## config.mk

```make
export PLATFORM = sky130hd
export DESIGN_NAME = round_robin_task_scheduler_flat
export DESIGN_NICKNAME = d
export VERILOG_FILES = /design/src/hw/rtl/rrts_pkg.sv /design/src/hw/rtl/rrts_req_if.sv /design/src/hw/rtl/rrts_rsp_if.sv /design/src/hw/rtl/rrts_ram.sv /design/src/hw/rtl/round_robin_task_scheduler.sv /design/src/flat_wrapper.sv
export SDC_FILE = /design/constraint.sdc
export NUM_CORES = 1
export LEC_CHECK = 0
export BUFFER_PORTS_ARGS = -buffer_cell sky130_fd_sc_hd__buf_2
export CAP_MARGIN = 20
export CELL_PAD_IN_SITES_DETAIL_PLACEMENT = 1
export CELL_PAD_IN_SITES_GLOBAL_PLACEMENT = 1
export CORE_UTILIZATION = 53
export DETAILED_ROUTE_END_ITERATION = 10
export GPL_TIMING_DRIVEN = 0
export PLACE_DENSITY_LB_ADDON = 0.15
export SETUP_SLACK_MARGIN = 0.3
export SYNTH_ARGS = -nofsm -noshare
export SYNTH_HDL_FRONTEND = slang
export SYNTH_SLANG_ARGS = --single-unit
```

## constraint.sdc

```tcl
create_clock -name clock -period 4.3 [get_ports clock]
set_input_delay 0.215 -clock clock [delete_from_list [all_inputs] [get_ports clock]]
set_output_delay 0.215 -clock clock [all_outputs]
set_load 0.03 [all_outputs]
```

## src/hw/rtl/rrts_pkg.sv

```systemverilog
// ----------------------------------------------------------------------------
// Round-robin task scheduler package
// Shared widths, defaults and function codes for the scheduler block.
// ----------------------------------------------------------------------------
package rrts_pkg;

   // Configuration register
   localparam int CSR_W = 4;
   localparam logic [CSR_W-1:0] TASK_COUNT_RESET = 4'd1;

   // Transaction field widths
   localparam int DELAY_IN_W = 32;
   localparam int TASK_W     = 3;

   // Defaults for the top level parameters
   localparam int DEF_TASK_SLOTS = 8;
   localparam int DEF_DELAY_BITS = 32;

   // Request function codes
   localparam logic FUNC_TICK  = 1'b0;
   localparam logic FUNC_DELAY = 1'b1;

endpackage

```

## src/hw/rtl/rrts_req_if.sv

```systemverilog
// ----------------------------------------------------------------------------
// Scheduler request channel
// Valid/ready channel carrying one tick or delay transaction.
// ----------------------------------------------------------------------------
interface rrts_req_if;
   logic                           valid;
   logic                           ready;
   logic                           func;
   logic [rrts_pkg::DELAY_IN_W-1:0] hold_ticks;

   modport source (output valid, output func, output hold_ticks, input ready);
   modport sink   (input valid, input func, input hold_ticks, output ready);
endinterface

```

## src/hw/rtl/rrts_rsp_if.sv

```systemverilog
// ----------------------------------------------------------------------------
// Scheduler response channel
// Valid/ready channel carrying the switch decision for one transaction.
// ----------------------------------------------------------------------------
interface rrts_rsp_if;
   logic                       valid;
   logic                       ready;
   logic                       switch_request;
   logic [rrts_pkg::TASK_W-1:0] prev_task;
   logic [rrts_pkg::TASK_W-1:0] next_task;

   modport source (output valid, output switch_request, output prev_task,
                   output next_task, input ready);
   modport sink   (input valid, input switch_request, input prev_task,
                   input next_task, output ready);
endinterface

```

## src/hw/rtl/rrts_ram.sv

```systemverilog
// ----------------------------------------------------------------------------
// Generic simple dual-port RAM
// One write port, one read port, registered read data.
// ----------------------------------------------------------------------------
module rrts_ram #(
   parameter int WIDTH = rrts_pkg::DEF_DELAY_BITS,
   parameter int DEPTH = rrts_pkg::DEF_TASK_SLOTS
) (
   input  logic                     clock,
   input  logic                     wr_en,
   input  logic [$clog2(DEPTH)-1:0] wr_addr,
   input  logic [WIDTH-1:0]         wr_data,
   input  logic                     rd_en,
   input  logic [$clog2(DEPTH)-1:0] rd_addr,
   output logic [WIDTH-1:0]         rd_data
);
   logic [WIDTH-1:0] mem [DEPTH];
   logic [WIDTH-1:0] rd_data_ff;

   always_ff @(posedge clock) begin
      if (wr_en) begin
         mem[wr_addr] <= wr_data;
      end
      if (rd_en) begin
         rd_data_ff <= mem[rd_addr];
      end
   end

   assign rd_data = rd_data_ff;
endmodule

```

## src/hw/rtl/round_robin_task_scheduler.sv

```systemverilog
// ----------------------------------------------------------------------------
// Round-robin task scheduler
// Tick countdown of blocked tasks and round-robin pick of the next task.
// ----------------------------------------------------------------------------
// Usage:
//   req_ch : one transaction per timer tick (func = 0) or per delay call of
//            the running task (func = 1, hold_ticks = ticks to block, zero
//            blocks for good). Accepted when valid and ready are both high.
//   rsp_ch : exactly one transaction per request: switch_request, the task
//            that ran before (prev_task) and the task that runs next.
//   csr_*  : task_count write (1..TASK_SLOTS, idle task is the last one);
//            write only while the block is idle.
// Timing: one request at a time; ready is low from acceptance until the
//   result moves to the output register. A tick sweeps the slots through
//   the delay RAM; the start slot takes one compare-subtract per cycle;
//   the pick checks one candidate per cycle. A delay skips the sweep.
// Reset: synchronous; task_count = 1, all tasks ready, task 0 running;
//   the delay RAM is not cleared, a count is only used while blocked.
// Stall: a finished result waits in the output register; the next request
//   is worked on and holds in its last step until the register frees up.
// ----------------------------------------------------------------------------
module round_robin_task_scheduler #(
   parameter int TASK_SLOTS = rrts_pkg::DEF_TASK_SLOTS,
   parameter int DELAY_BITS = rrts_pkg::DEF_DELAY_BITS
) (
   input  logic                       clock,
   input  logic                       reset,
   rrts_req_if.sink                   req_ch,
   rrts_rsp_if.source                 rsp_ch,
   input  logic                       csr_wr_en,
   input  logic [rrts_pkg::CSR_W-1:0] csr_wr_data
);
   import rrts_pkg::*;

   localparam int AW = $clog2(TASK_SLOTS);       // slot index
   localparam int IW = $clog2(TASK_SLOTS + 1);   // counts up to TASK_SLOTS
   localparam int NW = (IW > CSR_W) ? IW : CSR_W;

   // Sequencer states
   localparam logic [2:0] S_IDLE = 3'd0;
   localparam logic [2:0] S_TICK = 3'd1;  // countdown sweep over slots
   localparam logic [2:0] S_MOD  = 3'd2;  // start slot modulo task count
   localparam logic [2:0] S_PICK = 3'd3;  // round-robin search
   localparam logic [2:0] S_DONE = 3'd4;  // wait for output register

   logic [2:0]            state_ff, state_in;
   logic [CSR_W-1:0]      task_count_ff, task_count_in;
   logic [TASK_SLOTS-1:0] blocked_ff, blocked_in;
   logic [AW-1:0]         running_ff, running_in;
   logic                  func_ff, func_in;
   logic [IW-1:0]         idx_ff, idx_in;
   logic                  upd_vld_ff, upd_vld_in;
   logic [AW-1:0]         upd_idx_ff, upd_idx_in;
   logic [IW-1:0]         cand_ff, cand_in;
   logic                  res_sw_ff, res_sw_in;
   logic [AW-1:0]         res_prev_ff, res_prev_in;
   logic [AW-1:0]         res_next_ff, res_next_in;
   logic                  rsp_valid_ff, rsp_valid_in;
   logic                  rsp_sw_ff, rsp_sw_in;
   logic [TASK_W-1:0]     rsp_prev_ff, rsp_prev_in;
   logic [TASK_W-1:0]     rsp_next_ff, rsp_next_in;

   // Delay RAM ports
   logic                  ram_wr_en;
   logic [AW-1:0]         ram_wr_addr;
   logic [DELAY_BITS-1:0] ram_wr_data;
   logic                  ram_rd_en;
   logic [AW-1:0]         ram_rd_addr;
   logic [DELAY_BITS-1:0] ram_rd_data;

   // Effective task count, clamped to 1..TASK_SLOTS
   logic [NW-1:0] cnt_wide;
   logic [IW-1:0] act_n;
   logic [IW-1:0] idle_wide;
   logic [AW-1:0] idle_slot;
   logic          req_acc;
   logic          out_free;

   always_comb begin
      cnt_wide = NW'(task_count_ff);
      if (cnt_wide == '0) begin
         cnt_wide = NW'(1);
      end else if (cnt_wide > NW'(TASK_SLOTS)) begin
         cnt_wide = NW'(TASK_SLOTS);
      end
   end

   assign act_n     = cnt_wide[IW-1:0];
   assign idle_wide = act_n - IW'(1);
   assign idle_slot = idle_wide[AW-1:0];

   assign req_ch.ready = (state_ff == S_IDLE);
   assign req_acc      = req_ch.valid && req_ch.ready;
   assign out_free     = !rsp_valid_ff || rsp_ch.ready;

   assign task_count_in = csr_wr_en ? csr_wr_data : task_count_ff;

   always_comb begin
      state_in    = state_ff;
      blocked_in  = blocked_ff;
      running_in  = running_ff;
      func_in     = func_ff;
      idx_in      = idx_ff;
      upd_vld_in  = 1'b0;
      upd_idx_in  = upd_idx_ff;
      cand_in     = cand_ff;
      res_sw_in   = res_sw_ff;
      res_prev_in = res_prev_ff;
      res_next_in = res_next_ff;
      rsp_sw_in   = rsp_sw_ff;
      rsp_prev_in = rsp_prev_ff;
      rsp_next_in = rsp_next_ff;
      rsp_valid_in = rsp_ch.ready ? 1'b0 : rsp_valid_ff;
      ram_wr_en   = 1'b0;
      ram_wr_addr = upd_idx_ff;
      ram_wr_data = ram_rd_data - DELAY_BITS'(1);
      ram_rd_en   = 1'b0;
      ram_rd_addr = idx_ff[AW-1:0];

      case (state_ff)
         S_IDLE: begin
            if (req_acc) begin
               func_in = req_ch.func;
               if (req_ch.func == FUNC_TICK) begin
                  idx_in   = '0;
                  state_in = S_TICK;
               end else begin
                  // idle task never blocks
                  if (running_ff != idle_slot) begin
                     blocked_in[running_ff] = 1'b1;
                     ram_wr_en   = 1'b1;
                     ram_wr_addr = running_ff;
                     ram_wr_data = req_ch.hold_ticks[DELAY_BITS-1:0];
                  end
                  cand_in  = IW'(running_ff) + IW'(1);
                  state_in = S_MOD;
               end
            end
         end
         S_TICK: begin
            // read slot idx while updating the slot read last cycle
            if (idx_ff < act_n) begin
               ram_rd_en  = 1'b1;
               upd_vld_in = 1'b1;
               upd_idx_in = idx_ff[AW-1:0];
               idx_in     = idx_ff + IW'(1);
            end
            if (upd_vld_ff && blocked_ff[upd_idx_ff] && (ram_rd_data != '0)) begin
               ram_wr_en = 1'b1;
               if (ram_rd_data == DELAY_BITS'(1)) begin
                  blocked_in[upd_idx_ff] = 1'b0;
               end
            end
            if (!upd_vld_ff && (idx_ff >= act_n)) begin
               cand_in  = IW'(running_ff) + IW'(1);
               state_in = S_MOD;
            end
         end
         S_MOD: begin
            if (cand_ff >= act_n) begin
               cand_in = cand_ff - act_n;
            end else begin
               state_in = S_PICK;
            end
         end
         S_PICK: begin
            if ((cand_ff[AW-1:0] == idle_slot) || !blocked_ff[cand_ff[AW-1:0]]) begin
               res_prev_in = running_ff;
               res_next_in = cand_ff[AW-1:0];
               res_sw_in   = (func_ff == FUNC_DELAY) || (cand_ff[AW-1:0] != running_ff);
               running_in  = cand_ff[AW-1:0];
               state_in    = S_DONE;
            end else if (cand_ff + IW'(1) == act_n) begin
               cand_in = '0;
            end else begin
               cand_in = cand_ff + IW'(1);
            end
         end
         S_DONE: begin
            if (out_free) begin
               rsp_valid_in = 1'b1;
               rsp_sw_in    = res_sw_ff;
               rsp_prev_in  = TASK_W'(res_prev_ff);
               rsp_next_in  = TASK_W'(res_next_ff);
               state_in     = S_IDLE;
            end
         end
         default: begin
            state_in = S_IDLE;
         end
      endcase
   end

   always_ff @(posedge clock) begin
      if (reset) begin
         state_ff      <= S_IDLE;
         task_count_ff <= TASK_COUNT_RESET;
         blocked_ff    <= '0;
         running_ff    <= '0;
         upd_vld_ff    <= 1'b0;
         rsp_valid_ff  <= 1'b0;
      end else begin
         state_ff      <= state_in;
         task_count_ff <= task_count_in;
         blocked_ff    <= blocked_in;
         running_ff    <= running_in;
         upd_vld_ff    <= upd_vld_in;
         rsp_valid_ff  <= rsp_valid_in;
      end
   end

   // payload registers, no reset
   always_ff @(posedge clock) begin
      func_ff     <= func_in;
      idx_ff      <= idx_in;
      upd_idx_ff  <= upd_idx_in;
      cand_ff     <= cand_in;
      res_sw_ff   <= res_sw_in;
      res_prev_ff <= res_prev_in;
      res_next_ff <= res_next_in;
      rsp_sw_ff   <= rsp_sw_in;
      rsp_prev_ff <= rsp_prev_in;
      rsp_next_ff <= rsp_next_in;
   end

   rrts_ram #(
      .WIDTH (DELAY_BITS),
      .DEPTH (TASK_SLOTS)
   ) u_delay_ram (
      .clock   (clock),
      .wr_en   (ram_wr_en),
      .wr_addr (ram_wr_addr),
      .wr_data (ram_wr_data),
      .rd_en   (ram_rd_en),
      .rd_addr (ram_rd_addr),
      .rd_data (ram_rd_data)
   );

   assign rsp_ch.valid          = rsp_valid_ff;
   assign rsp_ch.switch_request = rsp_sw_ff;
   assign rsp_ch.prev_task      = rsp_prev_ff;
   assign rsp_ch.next_task      = rsp_next_ff;

`ifndef SYNTHESIS
   // one request in flight: ready drops right after acceptance
   a_one_in_flight: assert property (@(posedge clock) disable iff (reset)
      req_acc |=> !req_ch.ready)
      else $error("request accepted while another is in flight");

   // no switch request means the task stays the same
   a_no_switch_same_task: assert property (@(posedge clock) disable iff (reset)
      (rsp_valid_ff && !rsp_sw_ff) |-> (rsp_prev_ff == rsp_next_ff))
      else $error("task changed without a switch request");

   // countdown pipeline only runs during the tick sweep
   a_sweep_in_tick: assert property (@(posedge clock) disable iff (reset)
      upd_vld_ff |-> (state_ff == S_TICK))
      else $error("countdown update outside tick sweep");

   // a picked task is the idle task or a ready one
   a_pick_ready: assert property (@(posedge clock) disable iff (reset)
      (state_ff == S_PICK && state_in == S_DONE) |=>
         ((running_ff == idle_slot) || !blocked_ff[running_ff]))
      else $error("blocked task picked to run");
`endif

endmodule
```

## src/flat_wrapper.sv

```systemverilog
// flat-port wrapper written by rule: the top's interface ports become plain ports
module round_robin_task_scheduler_flat import rrts_pkg::*;
#(
   parameter int TASK_SLOTS = rrts_pkg::DEF_TASK_SLOTS,
   parameter int DELAY_BITS = rrts_pkg::DEF_DELAY_BITS
)
  (clock, reset, csr_wr_en, csr_wr_data, req_ch_valid, req_ch_func, req_ch_hold_ticks, req_ch_ready, rsp_ch_valid, rsp_ch_switch_request, rsp_ch_prev_task, rsp_ch_next_task, rsp_ch_ready);
  rrts_req_if req_ch_i ();
  rrts_rsp_if rsp_ch_i ();
  input  logic clock;
  input  logic reset;
  input  logic csr_wr_en;
  input  logic [rrts_pkg::CSR_W-1:0] csr_wr_data;
  input wire logic [$bits(req_ch_i.valid)-1:0] req_ch_valid;
  input wire logic [$bits(req_ch_i.func)-1:0] req_ch_func;
  input wire logic [$bits(req_ch_i.hold_ticks)-1:0] req_ch_hold_ticks;
  output wire logic [$bits(req_ch_i.ready)-1:0] req_ch_ready;
  output wire logic [$bits(rsp_ch_i.valid)-1:0] rsp_ch_valid;
  output wire logic [$bits(rsp_ch_i.switch_request)-1:0] rsp_ch_switch_request;
  output wire logic [$bits(rsp_ch_i.prev_task)-1:0] rsp_ch_prev_task;
  output wire logic [$bits(rsp_ch_i.next_task)-1:0] rsp_ch_next_task;
  input wire logic [$bits(rsp_ch_i.ready)-1:0] rsp_ch_ready;
  assign req_ch_i.valid = req_ch_valid;
  assign req_ch_i.func = req_ch_func;
  assign req_ch_i.hold_ticks = req_ch_hold_ticks;
  assign req_ch_ready = req_ch_i.ready;
  assign rsp_ch_valid = rsp_ch_i.valid;
  assign rsp_ch_switch_request = rsp_ch_i.switch_request;
  assign rsp_ch_prev_task = rsp_ch_i.prev_task;
  assign rsp_ch_next_task = rsp_ch_i.next_task;
  assign rsp_ch_i.ready = rsp_ch_ready;
  round_robin_task_scheduler #(.TASK_SLOTS(TASK_SLOTS), .DELAY_BITS(DELAY_BITS)) u_core (.clock(clock), .reset(reset), .req_ch(req_ch_i), .rsp_ch(rsp_ch_i), .csr_wr_en(csr_wr_en), .csr_wr_data(csr_wr_data));
endmodule
```

# Word level (Yosys, flattened, before mapping)
# Memory sizes are Yosys's and may differ from the RTL's. A register that Yosys moved wholly into a read port is not among the register bits.
# Cells that the tools add are included.
dict set report classes {
  magnitude_cmp 9
  n_addsub 6
  n_mux 54
  eq_ne 22
  n_bitwise 3
  reduce_logical 25
}
# cell n
set op_table {}
lappend op_table {{$mux 32} 4}
lappend op_table {{$mux 4} 11}
lappend op_table {{$mux 8} 5}
lappend op_table {{$eq 32x1->1 const B} 1}
lappend op_table {{$reduce_bool 32->1} 1}
lappend op_table {{$sub 32x1->32 const B} 1}
lappend op_table {{$mux 3} 9}
lappend op_table {{$pmux 4 s4} 1}
lappend op_table {{$pmux 8 s2} 1}
lappend op_table {{$mux 1} 15}
lappend op_table {{$pmux 3 s5} 1}
lappend op_table {{$ne 2x1->1 const B} 7}
lappend op_table {{$lt 3x4->1 const B} 3}
lappend op_table {{$ne 2x2->1 const B} 6}
lappend op_table {{$reduce_and 6->1} 2}
lappend op_table {{$add 4x1->4 const B} 2}
lappend op_table {{$and 8x8->8} 1}
lappend op_table {{$ge 4x4->1} 2}
lappend op_table {{$not 8->8} 1}
lappend op_table {{$or 8x8->8} 1}
lappend op_table {{$pmux 4 s2} 1}
lappend op_table {{$reduce_and 2->1} 4}
lappend op_table {{$bmux 1 s3} 2}
lappend op_table {{$demux 1 s3} 2}
lappend op_table {{23 further kinds} 35}
dict set report totals {
  regBits 46
  mem_count 1
  mem_bits_rw 256
  output_inout_bits 9
}
# memory depth word_bits rd rd_clocked_by_memory_dff write_ports line
set memory_table {}
lappend memory_table {u_core.u_delay_ram.mem 8 32 1 1 1 rrts_ram.sv:17} ;# logic [WIDTH-1:0] mem [DEPTH];

# Longest topological paths before layout
# Gate-level depths: netlist of run 1.
dict set report logic_depth {
  depth_word 11
  mapped_depth 11
  mapped_depth_nobuf 10
}

# Modules after synthesis
# From an unflattened synthesis of run 1, not the netlist that was laid out.
dict set report unflattened {
  cells_unflattened 815
  area_unflattened_um2 14502.7
}
# module area_per_inst_um2 n_inst cells_per_inst
set modules_own_cells {}
lappend modules_own_cells {rrts_ram 10786.6 1 415}
lappend modules_own_cells {round_robin_task_scheduler 3716.1 1 400}

# Worst setup path after synthesis of run 1
# OpenSTA, ideal clock, no wires.
dict set report synth_timing {
  path_type {register to register}
  startpoint {reg u_core.state_ff[1]}
  endpoint {mem u_core.u_delay_ram.mem[4][0] (netlist bit) (enable)}
  setup_slack_ps 384
  period_less_slack_ps 3916
  required_time_ps 3879
  arrival_time_ps 3495
  setup_time_ps 421
  stages_incl_launch_ff 8
  n_path_buf 1
  cell_sequence {dfxtp_1 -> clkbuf_1 -> nor3_1 -> and2_1 -> nand2_1 -> a2111oi_0 -> a21oi_1 -> nor2_1}
}
dict set report synth_between {
  elab_chain_cells 6
  word_cells_on_any_way 9
  cone_classes {1 x eq/ne; 6 x mux; 2 x reduce/logical}
}
# item line
set synth_rtl {}
lappend synth_rtl {{start: declaration} round_robin_task_scheduler.sv:46} ;# logic [2:0] state_ff, state_in;
lappend synth_rtl {{start signal: assignment} round_robin_task_scheduler.sv:203} ;# state_ff <= state_in;
lappend synth_rtl {{$logic_not 3->1 (*)} round_robin_task_scheduler.sv:92} ;# assign req_ch.ready = (state_ff == S_IDLE);
lappend synth_rtl {{net req_ch_ready} flat_wrapper.sv:17} ;# output wire logic [$bits(req_ch_i.ready)-1:0] req_ch_ready;
lappend synth_rtl {{$logic_and 1x1->1} round_robin_task_scheduler.sv:93} ;# assign req_acc = req_ch.valid && req_ch.ready;
lappend synth_rtl {{$mux 1} round_robin_task_scheduler.sv:122} ;# if (req_acc) begin
lappend synth_rtl {{$pmux 1 s2} round_robin_task_scheduler.sv:120} ;# case (state_ff)
lappend synth_rtl {{$mux 1} rrts_ram.sv:21} ;# if (wr_en) begin
lappend synth_rtl {{$mux 1 (implied by the code)} rrts_ram.sv:22} ;# mem[wr_addr] <= wr_data;
lappend synth_rtl {{end: declaration} rrts_ram.sv:17}
# Mark *: on every way through the listed nets, which the timed path passes. The rest lies on a longest branch.

# Worst setup path in the final report of run 1
dict set report layout_timing {
  startpoint {reg u_core.task_count_ff[3]}
  endpoint {mem u_core.u_delay_ram.mem[2][30] (netlist bit) (enable)}
}
dict set report layout_between {
  elab_chain_cells 11
  word_cells_on_any_way 16
  cone_classes {1 x add/sub; 1 x order compare; 1 x eq/ne; 12 x mux; 1 x reduce/logical}
}
# item line
set layout_rtl {}
lappend layout_rtl {{start: declaration} round_robin_task_scheduler.sv:47} ;# logic [CSR_W-1:0] task_count_ff, task_count_in;
lappend layout_rtl {{start signal: assignment} round_robin_task_scheduler.sv:204} ;# task_count_ff <= task_count_in;
lappend layout_rtl {{$gt 4x4->1} round_robin_task_scheduler.sv:83} ;# end else if (cnt_wide > NW'(TASK_SLOTS)) begin
lappend layout_rtl {{$mux 4} round_robin_task_scheduler.sv:83}
lappend layout_rtl {{$mux 4 (*)} round_robin_task_scheduler.sv:81} ;# if (cnt_wide == '0) begin
lappend layout_rtl {{$sub 3x1->3 (*)} round_robin_task_scheduler.sv:89} ;# assign idle_wide = act_n - IW'(1);
lappend layout_rtl {{$ne 3x3->1 (*)} round_robin_task_scheduler.sv:129} ;# if (running_ff != idle_slot) begin
lappend layout_rtl {{$mux 1} round_robin_task_scheduler.sv:129}
lappend layout_rtl {{$mux 1} round_robin_task_scheduler.sv:124} ;# if (req_ch.func == FUNC_TICK) begin
lappend layout_rtl {{$mux 1} round_robin_task_scheduler.sv:122}
lappend layout_rtl {{$pmux 1 s2} round_robin_task_scheduler.sv:120}
lappend layout_rtl {{$mux 1} rrts_ram.sv:21}
lappend layout_rtl {{$mux 1 (implied by the code)} rrts_ram.sv:22}
# Mark *: on every way between the ends. The rest lies on a longest branch, timed or not.

==> qor.csv, run 1 <==
metric;value;unit
Syn Std Cell Area;0.01409;mm²
number of global-route vias before repair;8775;
hold path startpoint;rsp_ch_ready;
CP Data Required Time;4.51;ns
Syn Area/Cell;17.08;µm²
Final setup viols;0;
share of cells above drive strength 1;0.2669;
dpl hpwl;21750;µm
top-area cell type share of the netlist area;0.6693;
total chip power;8.221;mW
row count;59;
vias per std cell;6.114;
Reg power frac;0.474;
Root Driver;clkbuf_16;
dominant synthesized flop cell;edfxtp_1;
Buffers on Ports;48;
most common cell after layout, fill and taps aside;edfxtp_1;
fin crit share;0.8912;
GR Overflow Total;0;
Final WS setup;0.4680;ns
Routed WL;34710;µm
synthesized instance count;825;
sequential area share after synthesis;0.6978;
Cell Pwr Density;504.1;mW/mm²
worst reg-to-reg setup slack;0.47;ns
Critical path origin;u_core.task_count_ff[3];
first-pass GRT wire length;51820;µm
Pleak;5.293;nW
synth-to-layout area growth;15.77;%
Iteration-0 DRC Markers;689;
net count after synthesis;883;
number of flops mapped to enable cells by yosys;314;
Comb pwr share;0.154;
gr usage total;0.2672;
Core ar.;0.02606;mm²
clock latency on the worst-skew pair;0.53;ns
NetSw;2.086;mW
min-delay worst type;primary input to flip-flop;
CP Capture Type;flip-flop;
Clock Tree Buf Depth;3;
routability-driven placement congestion ratio;0.8633;
Post-Route Skew;0.01908;ns
critical path launch point type;flip-flop;
H-tree Lvls;2;
Crit Path Max Fanout;22;
initial antenna violation count;0;
First-pass DRT Iterations;5;
Reg area;0.009829;mm²
number of buffers created by CTS;36;
die area;0.02723;mm²
Power Internal;6.135;mW
DR WL/cell;26.82;µm
sw frac;0.2538;
fin util;0.6259;
CTS tree;yes;
RSZ-0062 raised after global routing;no;
Max-Cap Viols;0;
maximum vdd ir drop;0.4312;mV
Die Ht;165.0;µm
Synth area leaders;edfxtp_1 (67%), mux4_2 (11%), dfxtp_1 (2.8%);
ANT cells;0;
# nets final;991;
Final Critical Period;3.832;ns
via count;7911;
CP endpoint;u_core.u_delay_ram.mem[2][30];
Worst slew margin;0.3300;
Slew Limit Fails;0;
Achievable Freq;0.2610;GHz
Final ANT Viol Nets;0;
I/O Pins;51;
Die X;165.0;µm
largest net degree at the start of global routing;25;
RR Startpoint;u_core.task_count_ff[3];
filler cell count;2324;
most frequent cells in the layout;edfxtp_1 (314), mux4_2 (68), nor2_1 (59);
footprint of the multi-input gates;0.004100;mm²
Initial Util;0.5406;
Slew @ Worst Pin;1.005;ns
largest area contributor in the netlist;edfxtp_1;
Synth async-reset ratio;0;
Worst-path clk slew;0.06;ns
clock sinks;334;
R2R cell count;11;
Clk pwr share;0.372;
status;complete, no violations;
Critical Path AT;4.05;ns
Worst R2R End;u_core.u_delay_ram.mem[2][30];
Synthesis Warnings;0;
Yosys cell types;60;
kind of critical path;flip-flop to flip-flop;
final-report hold violation count;0;
pre-CTS WS;0.2653;ns
Post-route DRC;0;
Synth Register Bits;334;
## routing by layer
layer | GRT usage | wire length (µm) | up-vias
met3 | 0.03968 | 2039 | 76
li1 | - | - | 3452
met2 | 0.4661 | 17870 | 266
met5 | 0 | 0 | -
met1 | 0.3347 | 13770 | 4117
met4 | 0.1063 | 1031 | 0
## layout make-up
type | instances | area share
plain buffers | 42 | 0.01097
clock buffers | 44 | 0.05969
clock inverters | 20 | 0.01197
inverters | 18 | 0.004143
multi-input cells | 431 | 0.2514
flip-flops and latches | 334 | 0.6027
well taps | 335 | 0.02570
repair buffers | 70 | 0.03345
## how the worst min path moves through the flow
| stage | end | slack [ns] | cells past startpoint |
|---|---|---|---|
| after global routing | u_core.rsp_ch.valid | 0.10 | 4 |
| final | u_core.rsp_ch.valid | 0.07 | 4 |
| after detailed placement | u_core.rsp_ch.next_task[1] | 0.41 | 0 |
| after global placement | u_core.rsp_ch.next_task[2] | 0.40 | 0 |
| after floorplan | u_core.func_ff | 0.31 | 0 |
| after CTS | u_core.rsp_ch.valid | 0.06 | 4 |
## cell usage after synthesis (all sizes together) (2+ instances only)
cell     count
a2111oi      2
a211oi       4
a21boi       3
a21o         3
a21oi       44
a311oi       2
a31oi        5
and2         2
buf         11
clkbuf      31
dfxtp       20
edfxtp     314
ha          15
inv         18
mux2        34
mux2i        6
mux4        68
nand2       25
nand2b       4
nand3        8
nand3b       2
nand4        2
nor2        67
nor2b        9
nor3        22
nor3b        3
nor4         9
o211ai       3
o21ai       10
or2          3
or3          8
or4          6
or4b         2
xnor2       29
xor2        16
## critical path, stage by stage (launching register included)
cell and delay (ns):
dfxtp_1 0.34, inv_1 0.22, o21a_1 0.33, inv_1 0.10
ha_1 0.27, xnor3_1 0.36, nor2_1 0.27, a21o_1 0.27
buf_2 0.35, mux2i_1 0.24, nor2_4 0.48, buf_12 0.28
## sequential cells by signal (all words and copies together), names as in the netlist
register / count
u_core.u_delay_ram.mem: 256
u_core.u_delay_ram.rd_data: 32
u_core.blocked_ff: 8
u_core.cand_ff: 4
u_core.idx_ff: 4
u_core.task_count_ff: 4
u_core.res_next_ff: 3
u_core.res_prev_ff: 3
u_core.rsp_ch.next_task: 3
u_core.rsp_ch.prev_task: 3
u_core.running_ff: 3
u_core.state_ff: 3
u_core.upd_idx_ff: 3
u_core.func_ff: 1
u_core.res_sw_ff: 1
u_core.rsp_ch.switch_request: 1
u_core.rsp_ch.valid: 1
u_core.upd_vld_ff: 1
## power by group through the flow
stage	clock [mW]	combinational (mW)	sequential, mW
after floorplan	0	0.864	3.93
after global placement	0	1.15	3.96
after detailed placement	0	1.23	3.96
after CTS	3.10	1.26	3.89
after global routing	3.21	1.38	3.90
final	3.06	1.27	3.90
## stage by stage
step                cell area [µm²]  std cells  hold slack (ns)  TNS (ns)
CTS                           16220       1286          0.05982         0
global placement              14750       1208           0.4013   -438.97
detailed placement            14990       1217           0.4056         0
floorplan                     14090        825           0.3139         0
global route                  16310       1294           0.1041         0
finish                        16310       1294          0.06949         0
## cell families after synthesis
kind of cell	count (synthesis)	synth area share
AOI/OAI and AO/OA	87	0.03784
buffers and inverters	60	0.01679
xor gates and xnor gates	46	0.02958
DFF	334	0.6978
and+or+nand+nor	174	0.06315
muxes	108	0.1402
adders and majority gates	16	0.01474
## timing repair
action	4_1_cts	5_1_grt
pin swaps	0	3
buffers inserted	0	6
hold buffers	5	0
gates resized for setup	3	6
endpoints found under the hold margin	5	0
endpoints found under the setup margin	42	151
Note: power is estimated with default switching activity, not from simulation.
==> run 2: changes to the inputs <==
--- a/config.mk
+++ b/config.mk
@@ -9,11 +9,13 @@
 export CAP_MARGIN = 20
 export CELL_PAD_IN_SITES_DETAIL_PLACEMENT = 1
 export CELL_PAD_IN_SITES_GLOBAL_PLACEMENT = 1
-export CORE_UTILIZATION = 53
+export CORE_MARGIN = 3
+export CORE_UTILIZATION = 54
 export DETAILED_ROUTE_END_ITERATION = 10
 export GPL_TIMING_DRIVEN = 0
-export PLACE_DENSITY_LB_ADDON = 0.15
+export PLACE_DENSITY = 0.86
 export SETUP_SLACK_MARGIN = 0.3
 export SYNTH_ARGS = -nofsm -noshare
 export SYNTH_HDL_FRONTEND = slang
+export SYNTH_HIERARCHICAL = 1
 export SYNTH_SLANG_ARGS = --single-unit
==> run 2 against run 1 <==
  * Non-clock buffer count increased by 9
  * First-iteration DRC count is 17% higher
  * Synthesized cell count shrank 1.2%
  * Critical path type unchanged
  * Final cell count fell by 0.15%
  * Flip-flop and latch count stayed put
  * Design area grew 4.0%
  * Largest power group unchanged
==> qor.csv, run 2 <==
metric;value;unit;change
most common cell after layout, fill and taps aside;edfxtp_1;;
top-area cell type share of the netlist area;0.6502;;-0.01917
maximum vdd ir drop;0.5610;mV;+30%
final-report hold violation count;0;;unchanged
sequential area share after synthesis;0.6778;;-0.01999
Worst-path clk slew;0.06;ns;about the same
row count;59;;unchanged
vias per std cell;6.528;;+6.8%
Synth async-reset ratio;0;;unchanged
dpl hpwl;23670;µm;+8.8%
dominant synthesized flop cell;edfxtp_1;;
Comb pwr share;0.166;;+0.012
CP Capture Type;flip-flop;;
met2 usage;0.4774;;+0.01124
Die Ht;169.9;µm;+2.9%
complex-gate fraction of the synthesized area;0.02304;;-0.01480
# nets final;987;;-0.40%
setup TNS;0;ns;unchanged
Final setup viols;0;;unchanged
first-pass GRT wire length;58320;µm;+13%
Worst slew margin;0.3969;;+0.06690
Slew @ Worst Pin;0.9047;ns;-0.1003 ns
grt met1 use;0.3505;;+0.01577
synth-to-layout area growth;16.98;%;
CP top delay family;simple AND/OR/NAND/NOR gates;;
critical path launch point type;flip-flop;;
filler cell count;2229;;-4.1%
Clk pwr share;0.375;;+0.003
Pleak;5.735;nW;+8.4%
H-tree Lvls;2;;unchanged
Syn Area/Cell;17.79;µm²;+4.2%
Post-route DRC;0;;unchanged
mux contribution to synthesized area;0.1695;;+0.02937
kind of critical path;flip-flop to flip-flop;;
grt peak-use layer;met2;;
Max stage delay on crit path;0.43;ns;-0.05 ns
DR WL/cell;30.30;µm;+13%
number of buffers created by CTS;35;;-2.8%
Synthesis Warnings;6;;+6
clock latency on the worst-skew pair;0.52;ns;about the same
die area;0.02886;mm²;+6.0%
largest area contributor in the netlist;edfxtp_1;;
Yosys cell types;56;;-6.7%
clock sinks;334;;unchanged
Root Driver;clkbuf_16;;
post-synthesis simple-gate area fraction;0.06695;;+0.003799
Achievable Freq;0.2596;GHz;-0.51%
Die X;169.9;µm;+2.9%
met3 Use GR;0.03647;;-0.003209
number of flops mapped to enable cells by yosys;314;;unchanged
CP bufs+invs;4;;unchanged
routability-driven placement congestion ratio;0.8216;;-4.8%
Critical Path AT;4.07;ns;+0.02 ns
post-route insts no fill;1292;;-0.15%
NetSw;2.173;mW;+4.2%
Cells after DPL;1211;;-0.49%
initial antenna violation count;1;;+1
Clock Tree Buf Depth;3;;unchanged
Max-Cap Viols;0;;unchanged
Final Critical Period;3.852;ns;+0.01967 ns
net count after synthesis;872;;-1.2%
critical-path cell list;o21ba_2 > nor2_1 > inv_1 > ha_1 > xor2_1 > o211ai_1 > nand2_2 > clkbuf_4 > buf_6 > mux2_2 > nand2b_1 > nor2_4 > buf_12;;
synth cell count leaders;edfxtp_1 (314), mux2_2 (67), mux4_1 (40);;
CTS tree;yes;;
Synth Register Bits;334;;unchanged
Final WS setup;0.4483;ns;-0.01967 ns
synthesized instance count;815;;-1.2%
Reg power frac;0.459;;-0.015
Iteration-0 DRC Markers;803;;+17%
fin crit share;0.8957;;+0.004575
Slew Limit Fails;0;;unchanged
Crit Path Max Fanout;18;;-18%
number of global-route vias before repair;9114;;+3.9%
main combinational cell family by area after synthesis;multiplexers;;
CP Data Required Time;4.52;ns;about the same
I/O Pins;51;;unchanged
Routed WL;39150;µm;+13%
First-pass DRT Iterations;5;;unchanged
status;complete, no violations;;
Worst path slowest cell;mux2_2;;
share of cells above drive strength 1;0.2678;;+0.0008377
Syn Std Cell Area;0.01450;mm²;+2.9%
Buffers on Ports;49;;+2.1%
Core ar.;0.02621;mm²;+0.57%
Final ANT Viol Nets;0;;unchanged
Initial Util;0.5534;;+0.01281
sw frac;0.2550;;+0.001231
RSZ-0062 raised after global routing;no;;
total chip power;8.522;mW;+3.7%
Top reg by flops;u_core/u_delay_ram/mem;;
Synth area leaders;edfxtp_1 (65%), mux4_1 (7.2%), mux2_2 (5.2%);;
XOR/XNOR Fraction of Synth Area;0.02907;;-0.0005021
Cell Pwr Density;502.3;mW/mm²;-0.34%
Post-Route Skew;0.01463;ns;-0.004456 ns
via count;8434;;+6.6%
pre-CTS WS;-1.059;ns;-1.325 ns
gr usage total;0.2746;;+0.007446
hold slack;0.02899;ns;-0.04050 ns
min-delay worst type;primary input to flip-flop;;
adder-cell area share of the yosys netlist;0.01346;;-0.001285
most frequent cells in the layout;edfxtp_1 (314), mux2_2 (67), buf_2 (55);;
Largest register FFs;256;;unchanged
most numerous cell in the Yosys netlist;edfxtp_1;;
Power Internal;6.349;mW;+3.5%
largest net degree at the start of global routing;26;;+4.0%
GR Overflow Total;0;;unchanged
-- run 2: power by group through the flow --
stage,Combinational (mW),Sequential [mW],Clock [mW]
2_1_floorplan,0.928,3.94,0
3_3_place_gp,1.22,3.96,0
3_5_place_dp,1.34,3.97,0
4_1_cts,1.40,3.91,3.24
5_1_grt,1.50,3.92,3.38
6_report,1.41,3.91,3.20
-- run 2: final cells by class --
type,count,area (µm²),area share
clock buffer,43,947.2,0.05583
multi-input combinational,423,4464,0.2631
timing repair buffer,78,725.7,0.04278
tap,335,419.2,0.02471
sequential,334,9829,0.5794
antenna,1,2.502,0.0001475
clock inverter,20,272.8,0.01608
inverter,15,56.30,0.003319
buffer,43,247.7,0.01460
-- run 2: cell families after synthesis --
kind of cell,after synthesis
and+or+nand+nor,172
adders and majority gates,15
muxes,141
AOI/OAI and AO/OA,50
DFF,334
buffers and inverters,58
xor gates and xnor gates,45
-- run 2: final timing paths --
kind	from	to	slack (ns)	cells after the start
worst max-delay path	u_core/task_count_ff[1]	u_core/u_delay_ram/mem[2][5]	0.45	13
worst min-delay path	reset	u_core/blocked_ff[4]	0.03	3
worst max register to register	u_core/task_count_ff[1]	u_core/u_delay_ram/mem[2][5]	0.45	13
worst min register to register	u_core/res_prev_ff[2]	u_core/rsp_ch.prev_task[2]	0.43	0
-- run 2: layer usage --
layer | vias up | share of wire
li1 | 3534 | -
met3 | 109 | 0.060
met1 | 4380 | 0.39
met4 | 0 | 0.045
met5 | - | 0
met2 | 411 | 0.51
-- run 2: per-stage QoR --
stage / util / area, µm²
finish: 0.6474 / 16970
global route: 0.6474 / 16970
CTS: 0.6470 / 16960
detailed placement: 0.5923 / 15520
global placement: 0.5801 / 15200
floorplan: - / 14540
-- run 2: what timing repair did --
action / in CTS / in global routing
setup buffers: 11 / 0
resized for setup: 5 / 2
pin swaps: 9 / 0
hold endpoints to repair: 6 / 0
setup endpoints to repair: 376 / 30
hold buffers: 6 / 0
-- run 2: tightest hold or removal path: stages --
cell,delay (ns)
buf_2,0.11
nand2b_1,0.09
o21ai_0,0.07
==> run 3: changes to the inputs <==
--- a/config.mk
+++ b/config.mk
@@ -11,9 +11,10 @@
 export CELL_PAD_IN_SITES_GLOBAL_PLACEMENT = 1
 export CORE_MARGIN = 3
 export CORE_UTILIZATION = 54
+export CTS_CLUSTER_SIZE = 25
 export DETAILED_ROUTE_END_ITERATION = 10
 export GPL_TIMING_DRIVEN = 0
-export PLACE_DENSITY = 0.86
+export PLACE_DENSITY = 0.79
 export SETUP_SLACK_MARGIN = 0.3
 export SYNTH_ARGS = -nofsm -noshare
 export SYNTH_HDL_FRONTEND = slang
==> run 3 against run 2 <==
  * Flip-flop and latch count did not move
  * Critical path depth did not move
  * Total power fell by 4.2%
  * Combinational power fell by 4%
  * Die area did not move
  * Sequential power barely moved
  * Largest cell class unchanged
  * Setup slack got worse by 0.042 ns
  * Design area fell by 1.3%
==> qor.csv, run 3 (same netlist as run 2, synthesis figures left out) <==
metric;value;unit;change
status;complete, no violations;;
Worst path slowest cell;mux2_2;;
Comb pwr share;0.167;;about the same
most frequent cells in the layout;edfxtp_1 (314), mux2_2 (67), buf_2 (55);;
sw frac;0.2536;;-0.001352
RSZ-0062 raised after global routing;no;;
Final setup viols;0;;unchanged
filler cell count;2214;;-0.67%
Slew @ Worst Pin;0.8198;ns;-0.08487 ns
hold path endpoint;u_core/task_count_ff[2];;
die area;0.02886;mm²;unchanged
clock latency on the worst-skew pair;0.52;ns;about the same
fin crit share;0.9054;;+0.009657
Root Driver;clkbuf_16;;
Pleak;5.656;nW;-1.4%
number of global-route vias before repair;8801;;-3.4%
Critical Path AT;4.10;ns;+0.03 ns
Worst-path clk slew;0.06;ns;about the same
Die X;169.9;µm;unchanged
row count;59;;unchanged
Die Ht;169.9;µm;unchanged
Max-Cap Viols;0;;unchanged
synth-to-layout area growth;15.40;%;
placed instance area;0.01549;mm²;-0.18%
CTS tree;yes;;
Clock Tree Buf Depth;3;;unchanged
via count;8115;;-3.8%
Final Critical Period;3.893;ns;+0.04152 ns
Clk pwr share;0.354;;-0.021
footprint of the multi-input gates;0.004467;mm²;about the same
vias per std cell;6.291;;-3.6%
initial antenna violation count;0;;-1
I/O Pins;51;;unchanged
final instance area;0.01674;mm²;-1.3%
Worst Hold Path Cells;3;;unchanged
Power Internal;6.093;mW;-4.0%
ANT cells;0;;-1
worst reg-to-reg setup slack;0.41;ns;-0.04 ns
critical path launch point type;flip-flop;;
Buffers on Ports;49;;unchanged
Crit Path Max Fanout;10;;-8
dpl hpwl;23110;µm;-2.4%
CP bufs+invs;4;;unchanged
most common cell after layout, fill and taps aside;edfxtp_1;;
final-report hold violation count;0;;unchanged
Worst R2R End;u_core/u_delay_ram/mem[5][26];;
routability-driven placement congestion ratio;0.8531;;+3.8%
R2R cell count;13;;unchanged
Slew Limit Fails;0;;unchanged
CP Capture Type;flip-flop;;
First-pass DRT Iterations;5;;unchanged
NetSw;2.071;mW;-4.7%
DR WL/cell;27.65;µm;-8.7%
Reg power frac;0.479;;+0.020
Routed WL;35670;µm;-8.9%
critical-path cell list;o21ba_2 > nor2_2 > inv_1 > ha_1 > xnor3_1 > o211ai_1 > nand2_1 > buf_4 > buf_4 > mux2_2 > nand2b_1 > nor2_4 > buf_4;;
Final ANT Viol Nets;0;;unchanged
Core ar.;0.02621;mm²;unchanged
H-tree Lvls;2;;unchanged
Reg area;0.009829;mm²;unchanged
Achievable Freq;0.2569;GHz;-1.1%
Initial Util;0.5534;;unchanged
# nets final;988;;+0.10%
Top reg by flops;u_core/u_delay_ram/mem;;
fin util;0.6386;;-0.008737
Post-Route Skew;0.02102;ns;+0.006395 ns
min-delay worst type;primary input to flip-flop;;
maximum vdd ir drop;0.3812;mV;-32%
total chip power;8.164;mW;-4.2%
Iteration-0 DRC Markers;803;;unchanged
RR Startpoint;u_core/task_count_ff[1];;
clock sinks;334;;unchanged
Largest register FFs;256;;unchanged
Crit path top cell by count;buf_4;;
setup TNS;0;ns;unchanged
kind of critical path;flip-flop to flip-flop;;
hold path startpoint;csr_wr_data[2];;
Post-route DRC;0;;unchanged
first-pass GRT wire length;53990;µm;-7.4%
Worst slew margin;0.4534;;+0.05658
Max stage delay on crit path;0.44;ns;about the same
Critical path origin;u_core/task_count_ff[1];;
largest net degree at the start of global routing;24;;-7.7%
GR Overflow Total;0;;unchanged
CP top delay family;simple AND/OR/NAND/NOR gates;;
number of buffers created by CTS;36;;+2.9%
gr usage total;0.2524;;-0.02219
share of cells above drive strength 1;0.2628;;-0.004955
CP Data Required Time;4.51;ns;about the same
Cell Pwr Density;487.8;mW/mm²;-2.9%
run 3: cell types whose count changed in the layout (fill, tap and decap cells not counted), moves of 2 or more:
| cell | previous run | this run |
|---|---|---|
| buf_12 | 9 | 6 |
| clkinvlp_4 | 3 | 0 |
| buf_16 | 6 | 3 |
| clkbuf_1 | 28 | 34 |
| dlygate4sd3_1 | 6 | 4 |
| buf_4 | 6 | 15 |
| bufinv_16 | 6 | 2 |
run 3: repair_timing:
| action | in CTS | in global routing |
|---|---|---|
| setup buffers | 10 | 3 |
| resized for setup | 7 | 1 |
| endpoints found under the hold margin | 4 | 0 |
| hold buffers | 4 | 0 |
| pin swaps | 8 | 1 |
| setup endpoints to repair | 376 | 183 |
run 3: layout make-up:
cell class,count,area share
sequential,334,0.5873
inverter,15,0.003364
clock buffer,48,0.05712
timing repair buffer,78,0.03768
tap,335,0.02504
buffer,43,0.01458
multi-input combinational,423,0.2669
clock inverter,14,0.007999
run 3: worst min-delay path: cells and delay by family:
kind                   cells  cell delay, ns
buffers and inverters      1            0.08
muxes                      1            0.08
and+or+nand+nor            1            0.10
run 3: through the flow:
step / setup slack [ns] / hold WS [ns] / std cells
2_1_floorplan: -0.06288 / 0.3139 / 815
3_3_place_gp: -2.616 / 0.4026 / 1199
3_5_place_dp: -1.143 / 0.4123 / 1211
4_1_cts: 0.3284 / 0.001875 / 1287
5_1_grt: 0.3087 / 0.04071 / 1290
6_report: 0.4068 / 0.01330 / 1290
run 3: worst max-delay path by stage:
| stage | cells after the start | endpoint | slack, ns |
|---|---|---|---|
| after floorplan | 9 | u_core/u_delay_ram/mem[3][0] | -0.06 |
| after global placement | 12 | u_core/u_delay_ram/mem[7][30] | -2.62 |
| after detailed placement | 13 | u_core/u_delay_ram/mem[0][6] | -1.14 |
| after CTS | 14 | u_core/u_delay_ram/mem[4][23] | 0.33 |
| after global routing | 13 | u_core/u_delay_ram/mem[5][30] | 0.31 |
| final | 13 | u_core/u_delay_ram/mem[5][26] | 0.41 |
run 3: layer usage:
metal / up-vias / track usage / part of all wire
met5: - / 0 / 0
met4: 0 / 0.06899 / 0.019
met3: 60 / 0.03740 / 0.053
met2: 270 / 0.4489 / 0.52
met1: 4239 / 0.3277 / 0.41
li1: 3546 / - / -
run 3: power groups by stage:
stage	clock [mW]	combinational, mW	sequential [mW]
floorplan	0	0.928	3.94
global placement	0	1.21	3.96
detailed placement	0	1.34	3.97
CTS	2.96	1.36	3.91
global route	3.10	1.47	3.92
finish	2.89	1.36	3.91
